## src/sv/isqm_pkg.sv

```systemverilog
// isqm_pkg: shared constants, seed table and the divider stage type
// used by isqm_div_stage and integer_sqrt_and_magnitude; no dependencies
`timescale 1ns / 1ps
`default_nettype none

package isqm_pkg;

  localparam int unsigned OperandW   = 32;
  localparam int unsigned CompW      = 16;
  localparam int unsigned RootW      = 16;
  localparam int unsigned ShW        = 4;   // half of the normalising shift
  localparam int unsigned DivisorW   = 9;   // seed plus one, 128 to 256
  localparam int unsigned DivStages  = 4;
  localparam int unsigned DivSteps   = 4;   // quotient bits per stage
  localparam int unsigned SeedDepth  = 192;
  localparam int unsigned SeedIdxW   = 8;
  localparam logic [SeedIdxW-1:0] SeedIdxMax  = 8'd191;
  localparam logic [SeedIdxW-1:0] SeedIdxBase = 8'd64;

  typedef enum logic {
    OP_SQRT = 1'b0,
    OP_MAG  = 1'b1
  } isqm_op_e;

  // one item inside the divider pipeline
  typedef struct packed {
    logic [DivisorW-1:0] rem;
    logic [RootW-1:0]    num;
    logic [RootW-1:0]    quot;
    logic [DivisorW-1:0] dvs;
    logic [OperandW-1:0] xn;
    logic [ShW-1:0]      sh;
    logic                zero;
  } isqm_div_t;

  localparam logic [7:0] SEED_TABLE [SeedDepth] = '{
    8'd127, 8'd128, 8'd129, 8'd130, 8'd131, 8'd132, 8'd133, 8'd134, 8'd135, 8'd136,
    8'd137, 8'd138, 8'd139, 8'd140, 8'd141, 8'd142, 8'd143, 8'd143, 8'd144, 8'd145,
    8'd146, 8'd147, 8'd148, 8'd149, 8'd150, 8'd150, 8'd151, 8'd152, 8'd153, 8'd154,
    8'd155, 8'd155, 8'd156, 8'd157, 8'd158, 8'd159, 8'd159, 8'd160, 8'd161, 8'd162,
    8'd163, 8'd163, 8'd164, 8'd165, 8'd166, 8'd167, 8'd167, 8'd168, 8'd169, 8'd170,
    8'd170, 8'd171, 8'd172, 8'd173, 8'd173, 8'd174, 8'd175, 8'd175, 8'd176, 8'd177,
    8'd178, 8'd178, 8'd179, 8'd180, 8'd181, 8'd181, 8'd182, 8'd183, 8'd183, 8'd184,
    8'd185, 8'd185, 8'd186, 8'd187, 8'd187, 8'd188, 8'd189, 8'd189, 8'd190, 8'd191,
    8'd191, 8'd192, 8'd193, 8'd193, 8'd194, 8'd195, 8'd195, 8'd196, 8'd197, 8'd197,
    8'd198, 8'd199, 8'd199, 8'd200, 8'd201, 8'd201, 8'd202, 8'd203, 8'd203, 8'd204,
    8'd204, 8'd205, 8'd206, 8'd206, 8'd207, 8'd207, 8'd208, 8'd209, 8'd209, 8'd210,
    8'd211, 8'd211, 8'd212, 8'd212, 8'd213, 8'd214, 8'd214, 8'd215, 8'd215, 8'd216,
    8'd217, 8'd217, 8'd218, 8'd218, 8'd219, 8'd219, 8'd220, 8'd221, 8'd221, 8'd222,
    8'd222, 8'd223, 8'd223, 8'd224, 8'd225, 8'd225, 8'd226, 8'd226, 8'd227, 8'd227,
    8'd228, 8'd229, 8'd229, 8'd230, 8'd230, 8'd231, 8'd231, 8'd232, 8'd232, 8'd233,
    8'd234, 8'd234, 8'd235, 8'd235, 8'd236, 8'd236, 8'd237, 8'd237, 8'd238, 8'd238,
    8'd239, 8'd239, 8'd240, 8'd241, 8'd241, 8'd242, 8'd242, 8'd243, 8'd243, 8'd244,
    8'd244, 8'd245, 8'd245, 8'd246, 8'd246, 8'd247, 8'd247, 8'd248, 8'd248, 8'd249,
    8'd249, 8'd250, 8'd250, 8'd251, 8'd251, 8'd252, 8'd252, 8'd253, 8'd253, 8'd254,
    8'd254, 8'd255
  };

endpackage

`default_nettype wire

```

## src/sv/isqm_div_stage.sv

```systemverilog
// isqm_div_stage: one registered stage of the restoring divider,
// several quotient bits per stage; depends on isqm_pkg
`timescale 1ns / 1ps
`default_nettype none

module isqm_div_stage (
  input  wire logic                clk_i,
  input  wire logic                rst_ni,
  input  wire logic                valid_i,
  input  wire isqm_pkg::isqm_div_t data_i,
  output logic                     valid_o,
  output isqm_pkg::isqm_div_t      data_o
);
  import isqm_pkg::*;

  isqm_div_t data_d, data_q;
  logic      valid_q;

  always_comb begin
    logic [DivisorW:0] trial;
    data_d = data_i;
    for (int s = 0; s < DivSteps; s++) begin
      trial = {data_d.rem, data_d.num[RootW-1]};
      data_d.num = {data_d.num[RootW-2:0], 1'b0};
      if (trial >= {1'b0, data_d.dvs}) begin
        trial = trial - {1'b0, data_d.dvs};
        data_d.quot = {data_d.quot[RootW-2:0], 1'b1};
      end else begin
        data_d.quot = {data_d.quot[RootW-2:0], 1'b0};
      end
      // remainder stays below the divisor
      data_d.rem = trial[DivisorW-1:0];
    end
  end

  always_ff @(posedge clk_i or negedge rst_ni) begin
    if (!rst_ni) begin
      valid_q <= 1'b0;
    end else begin
      valid_q <= valid_i;
    end
  end

  always_ff @(posedge clk_i) begin
    data_q <= data_d;
  end

  assign valid_o = valid_q;
  assign data_o  = data_q;

endmodule

`default_nettype wire

```

## src/sv/integer_sqrt_and_magnitude.sv

```systemverilog
// integer_sqrt_and_magnitude: pipelined floor square root of a 32-bit value
// or of a*a+b*b; depends on isqm_pkg and isqm_div_stage
`timescale 1ns / 1ps
`default_nettype none

// channel    ports                                   transaction
// command    start, busy, op_i, value_i,             start high, busy low
//            comp_a_i, comp_b_i
// result     valid_o, root_o                         valid_o high for one cycle
//
// one transaction per cycle, each carried through the stage registers to valid_o
// the throughput is set by the four divider stages and the squaring
// multipliers, each of which takes a new operand every cycle
// reset clears only the valid bits; data registers carry no reset
// the receiver cannot stall, so busy stays low and nothing ever waits

module integer_sqrt_and_magnitude (
  input  wire logic                          clk_i,
  input  wire logic                          rst_ni,
  input  wire logic                          start,
  output logic                               busy,
  input  wire logic                          op_i,
  input  wire logic [isqm_pkg::OperandW-1:0] value_i,
  input  wire logic signed [isqm_pkg::CompW-1:0] comp_a_i,
  input  wire logic signed [isqm_pkg::CompW-1:0] comp_b_i,
  output logic                               valid_o,
  output logic [isqm_pkg::RootW-1:0]         root_o
);
  import isqm_pkg::*;

  // stage valid bits: squares, operand, shift search, seed, then after divider
  logic v1_q, v2_q, v3_q, v4_q, v9_q, v10_q, v11_q;

  // stage 1: component squares
  logic signed [2*CompW-1:0] sq_a_full, sq_b_full;
  logic [2*CompW-2:0]        sq_a_q, sq_b_q;
  logic [OperandW-1:0]       val1_q;
  isqm_op_e                  op1_q;

  // stage 2: selected operand
  logic [OperandW-1:0] x_d, x2_q;

  // stage 3: pair search for the normalising shift
  logic [ShW-1:0]      sh_d, sh3_q;
  logic [OperandW-1:0] x3_q;
  logic                zero3_q;

  // stage 4: normalise and seed
  logic [OperandW-1:0] xn_d;
  logic [SeedIdxW-1:0] idx_raw, idx;
  logic [DivisorW-1:0] seed_d;
  isqm_div_t           div_in_q;

  // divider chain
  isqm_div_t div_s [DivStages+1];
  logic      div_v [DivStages+1];

  // stages 9 to 11: refine, square, correct and shift back
  logic [RootW-1:0]     y1_d, y9_q, y10_q;
  logic [OperandW-1:0]  xn9_q, xn10_q, ysq_q;
  logic [ShW-1:0]       sh9_q, sh10_q;
  logic                 zero9_q, zero10_q;
  logic [RootW-1:0]     y2, root_d, root_q;

  // no back-pressure anywhere in the pipeline
  assign busy = 1'b0;

  assign sq_a_full = comp_a_i * comp_a_i;
  assign sq_b_full = comp_b_i * comp_b_i;

  // squares of 16-bit values are at most 2^30, sum at most 2^31
  assign x_d = (op1_q == OP_MAG) ? ({1'b0, sq_a_q} + {1'b0, sq_b_q}) : val1_q;

  // last assignment wins, so the highest nonzero pair sets the count
  always_comb begin
    sh_d = '0;
    for (int p = 0; p < OperandW/2; p++) begin
      if (x2_q[2*p +: 2] != 2'b00) begin
        sh_d = ShW'(OperandW/2 - 1 - p);
      end
    end
  end

  // top byte of a nonzero normalised word is at least 64
  always_comb begin
    xn_d    = x3_q << {sh3_q, 1'b0};
    idx_raw = xn_d[OperandW-1 -: SeedIdxW] - SeedIdxBase;
    idx     = (idx_raw > SeedIdxMax) ? SeedIdxMax : idx_raw;
    seed_d  = {1'b0, SEED_TABLE[idx]} + DivisorW'(1);
  end

  always_ff @(posedge clk_i or negedge rst_ni) begin
    if (!rst_ni) begin
      v1_q  <= 1'b0;
      v2_q  <= 1'b0;
      v3_q  <= 1'b0;
      v4_q  <= 1'b0;
      v9_q  <= 1'b0;
      v10_q <= 1'b0;
      v11_q <= 1'b0;
    end else begin
      v1_q  <= start && !busy;
      v2_q  <= v1_q;
      v3_q  <= v2_q;
      v4_q  <= v3_q;
      v9_q  <= div_v[DivStages];
      v10_q <= v9_q;
      v11_q <= v10_q;
    end
  end

  always_ff @(posedge clk_i) begin
    sq_a_q  <= sq_a_full[2*CompW-2:0];
    sq_b_q  <= sq_b_full[2*CompW-2:0];
    val1_q  <= value_i;
    op1_q   <= isqm_op_e'(op_i);
    x2_q    <= x_d;
    x3_q    <= x2_q;
    sh3_q   <= sh_d;
    zero3_q <= (x2_q == '0);
    // the top seven bits of (xn >> 9) are below any divisor
    div_in_q.rem  <= {2'b00, xn_d[OperandW-1 -: 7]};
    div_in_q.num  <= xn_d[OperandW-8 -: RootW];
    div_in_q.quot <= '0;
    div_in_q.dvs  <= seed_d;
    div_in_q.xn   <= xn_d;
    div_in_q.sh   <= sh3_q;
    div_in_q.zero <= zero3_q;
  end

  assign div_s[0] = div_in_q;
  assign div_v[0] = v4_q;

  for (genvar g = 0; g < DivStages; g++) begin : g_div
    isqm_div_stage u_div_stage (
      .clk_i   (clk_i),
      .rst_ni  (rst_ni),
      .valid_i (div_v[g]),
      .data_i  (div_s[g]),
      .valid_o (div_v[g+1]),
      .data_o  (div_s[g+1])
    );
  end

  // estimate is seed*128 plus quotient, kept to 16 bits
  assign y1_d = {div_s[DivStages].dvs, 7'b0} + div_s[DivStages].quot;

  // one below when the square overshoots, then undo the normalisation
  always_comb begin
    y2     = (xn10_q < ysq_q) ? (y10_q - RootW'(1)) : y10_q;
    root_d = zero10_q ? '0 : (y2 >> sh10_q);
  end

  always_ff @(posedge clk_i) begin
    y9_q     <= y1_d;
    xn9_q    <= div_s[DivStages].xn;
    sh9_q    <= div_s[DivStages].sh;
    zero9_q  <= div_s[DivStages].zero;
    ysq_q    <= y9_q * y9_q;
    y10_q    <= y9_q;
    xn10_q   <= xn9_q;
    sh10_q   <= sh9_q;
    zero10_q <= zero9_q;
    root_q   <= root_d;
  end

  assign valid_o = v11_q;
  assign root_o  = root_q;

endmodule

`default_nettype wire

```

## config.mk

```make
export PLATFORM = sky130hd
export DESIGN_NAME = integer_sqrt_and_magnitude
export DESIGN_NICKNAME = d
export VERILOG_FILES = /design/src/sv/isqm_pkg.sv /design/src/sv/isqm_div_stage.sv /design/src/sv/integer_sqrt_and_magnitude.sv
export SDC_FILE = /design/constraint.sdc
export NUM_CORES = 2
export LEC_CHECK = 0
export ABC_AREA = 1
export BUFFER_PORTS_ARGS = -buffer_cell sky130_fd_sc_hd__buf_2
export CAP_MARGIN = 20
export CORE_MARGIN = 10
export CORE_UTILIZATION = 29
export CTS_CLUSTER_DIAMETER = 200
export DETAILED_ROUTE_END_ITERATION = 16
export HOLD_SLACK_MARGIN = 0.15
export PLACE_DENSITY = 0.51
export SLEW_MARGIN = 20
export SYNTH_ARGS = -nofsm -noshare
export SYNTH_HDL_FRONTEND = slang
export SYNTH_HIERARCHICAL = 1
export SYNTH_SLANG_ARGS = --single-unit
```

## constraint.sdc

```tcl
create_clock -name clk_i -period 14.6 [get_ports clk_i]
set_input_delay 2.92 -clock clk_i [delete_from_list [all_inputs] [get_ports clk_i]]
set_output_delay 2.92 -clock clk_i [all_outputs]
set_load 0.05 [all_outputs]
```

==> flow_summary.yaml <==
sta:
  worst_pin_slew_ns: 0.9116
  hold_ws_ns: 0.3149
  worst_slack_ns: 6.396
  max_freq_ghz: 0.1219
  setup_violations: 0
  relSlewSlack: 0.3915
  fin_setup_tns_ns: 0
  post-route-min-period_ns: 8.204
  final.period_utilization: 0.5619
  grt_setup_unrepaired: "false"
  slew_violations: 0
  finClkSkew_ns: 0.02442
  hold_viol_final: 0
final_layout:
  fin_util: 0.3208
  drive_gt1_frac: 0.06021
  area_growth_pct: 9.779
  layout.nets: 7671
  insertedDiodeCount: 0
global_routing:
  grt_pass1_wl_um: 213700
  grt_max_degree: 49
  grt_overflow: 0
  grt_usage: 0.1264
  first_global_vias: 41380
  antenna_found_initial: 2
placement:
  place.port_buffers: 84
  place_hpwl_um: 105300
  post-place-ws_ns: 5.707
  gp_congestion: 0.8570
clock_tree:
  tritoncts: "built"
  cts_resized: 0
  path_clk_slew_ns: 0.06
  clock-sinks: 646
  postCtsHoldBufs: 0
  post_cts_buffers: 0
  cts_htree_levels: 3
  cts_buffers: 72
  clkLatencyLatePin_ns: 0.64
  root_buffer: "clkbuf_16"
  clk_path_buf_depth: 3
logic_synthesis:
  syn_area_per_cell_um2: 8.316
  ys_warn_count: 6
  syn_area_um2: 53610
  syn-instance-count: 6447
worst_setup_path:
  r2r_cells: 38
  r2r-start: "div_in_q[42]"
  crit_path_end: "sq_b_q[29]"
  reg2reg_slack_ns: 7.10
  worstSetupStartpoint: "comp_b_i[15]"
  critPathKind: "in2reg"
  cp.arrival_ns: 8.78
  cp-end-kind: "register"
  r2r-end: "g_div[0].u_div_stage/data_o[86]"
  start_kind: "input pin"
  cp.required_ns: 15.17
  worstPathMaxFanout: 22
drt:
  post_drt_wl_per_cell_um: 14.19
  ant_nets: 0
  drt_pass1_iterations: 5
  drtIter0Drc: 1959
  wl_um: 127400
  drc_errors: 0
  num_vias: 39060
  avgViaCountPerCell: 4.352
outcome:
  status: "finished, final reports clean"
die:
  ios: 86
  coreArea_um2: 183500
  dieArea_um2: 202500
  start_util: 0.2922
  die_h_um: 450.0
  die_w_um: 450.0
  core.rowCount: 157
job:
  maxCapViolCount: 0
min_path:
  hold_path_class: "reg2reg"
  hp-start: "xn9_q[25]"
[layer usage]
metal	wire, µm	global-route usage	up-vias
li1	-	-	19710
met1	58290	0.1628	18590
met2	61190	0.2207	595
met3	4055	0.01484	166
met4	3840	0.03754	0
met5	0	0	-
[metrics by stage]
stage,instance area (µm²),instances
finish,58860,8975
global route,58860,8975
CTS,58860,8975
detailed placement,56480,8854
global placement,56480,8854
floorplan,53630,6451
[cell type report]
type	instances	area (µm²)
clock buffer	88	1953
clock inverter	33	419.2
fill	19490	124600
inverter	1451	5449
multi-input combinational	4190	34400
sequential	646	12990
tap	2464	3083
timing repair buffer	103	563.0
[flip-flops by register name, summed over array words and instances, names as in the netlist, 16 cells and up]
signal	flops
g_div.u_div_stage/data_o	275
div_in_q	46
val1_q	32
x2_q	32
x3_q	32
xn10_q	32
xn9_q	32
ysq_q	31
sq_a_q	30
sq_b_q	30
root_o	16
y9_q	16
[critical path, cell delays in order]
cell and delay (ns):
buf_2 0.24, nand2_1 0.11, inv_1 0.09, fa_1 0.73, inv_1 0.11, fa_1 0.56
inv_1 0.28, fa_1 0.51, fa_1 0.57, fa_1 0.44, fa_1 0.46, ha_1 0.38
nand2_1 0.12, nor4_1 0.39, nand3_1 0.13, nand3_1 0.17, nand3_1 0.08, nand2_1 0.08
nand2_1 0.05, inv_1 0.06, o21ai_0 0.07, nand2_1 0.08, xor2_1 0.14
[worst min path at each step]
stage / to / slack (ns) / cells after the start
floorplan: div_in_q[0] / 0.31 / 0
global placement: xn9_q[11] / 0.31 / 0
detailed placement: g_div[1].u_div_stage/data_o[13] / 0.31 / 0
CTS: xn10_q[14] / 0.31 / 0
global route: xn10_q[25] / 0.32 / 0
finish: xn10_q[25] / 0.31 / 0
[cell usage in the layout (no fill, tap or decap), types with 12 or more instances in the layout]
cell / count
inv_1: 1427
nand2_1: 1317
fa_1: 643
dfxtp_1: 635
ha_1: 496
nand3_1: 419
a21oi_1: 250
nor2_1: 244
xor2_1: 158
o21ai_0: 119
xnor2_1: 96
buf_2: 84
clkbuf_16: 73
o21ai_1: 48
nand4_1: 42
nor3_1: 33
o21bai_1: 31
a31oi_1: 28
nand3_2: 27
or2_2: 26
nand2_2: 25
a21o_1: 23
nor2_2: 19
buf_4: 19
inv_2: 18
nor2_4: 16
o211ai_1: 15
nand3b_1: 12
Power is not shown: default switching activity piles up to over one toggle a cycle in this logic, so the estimate is an artifact.
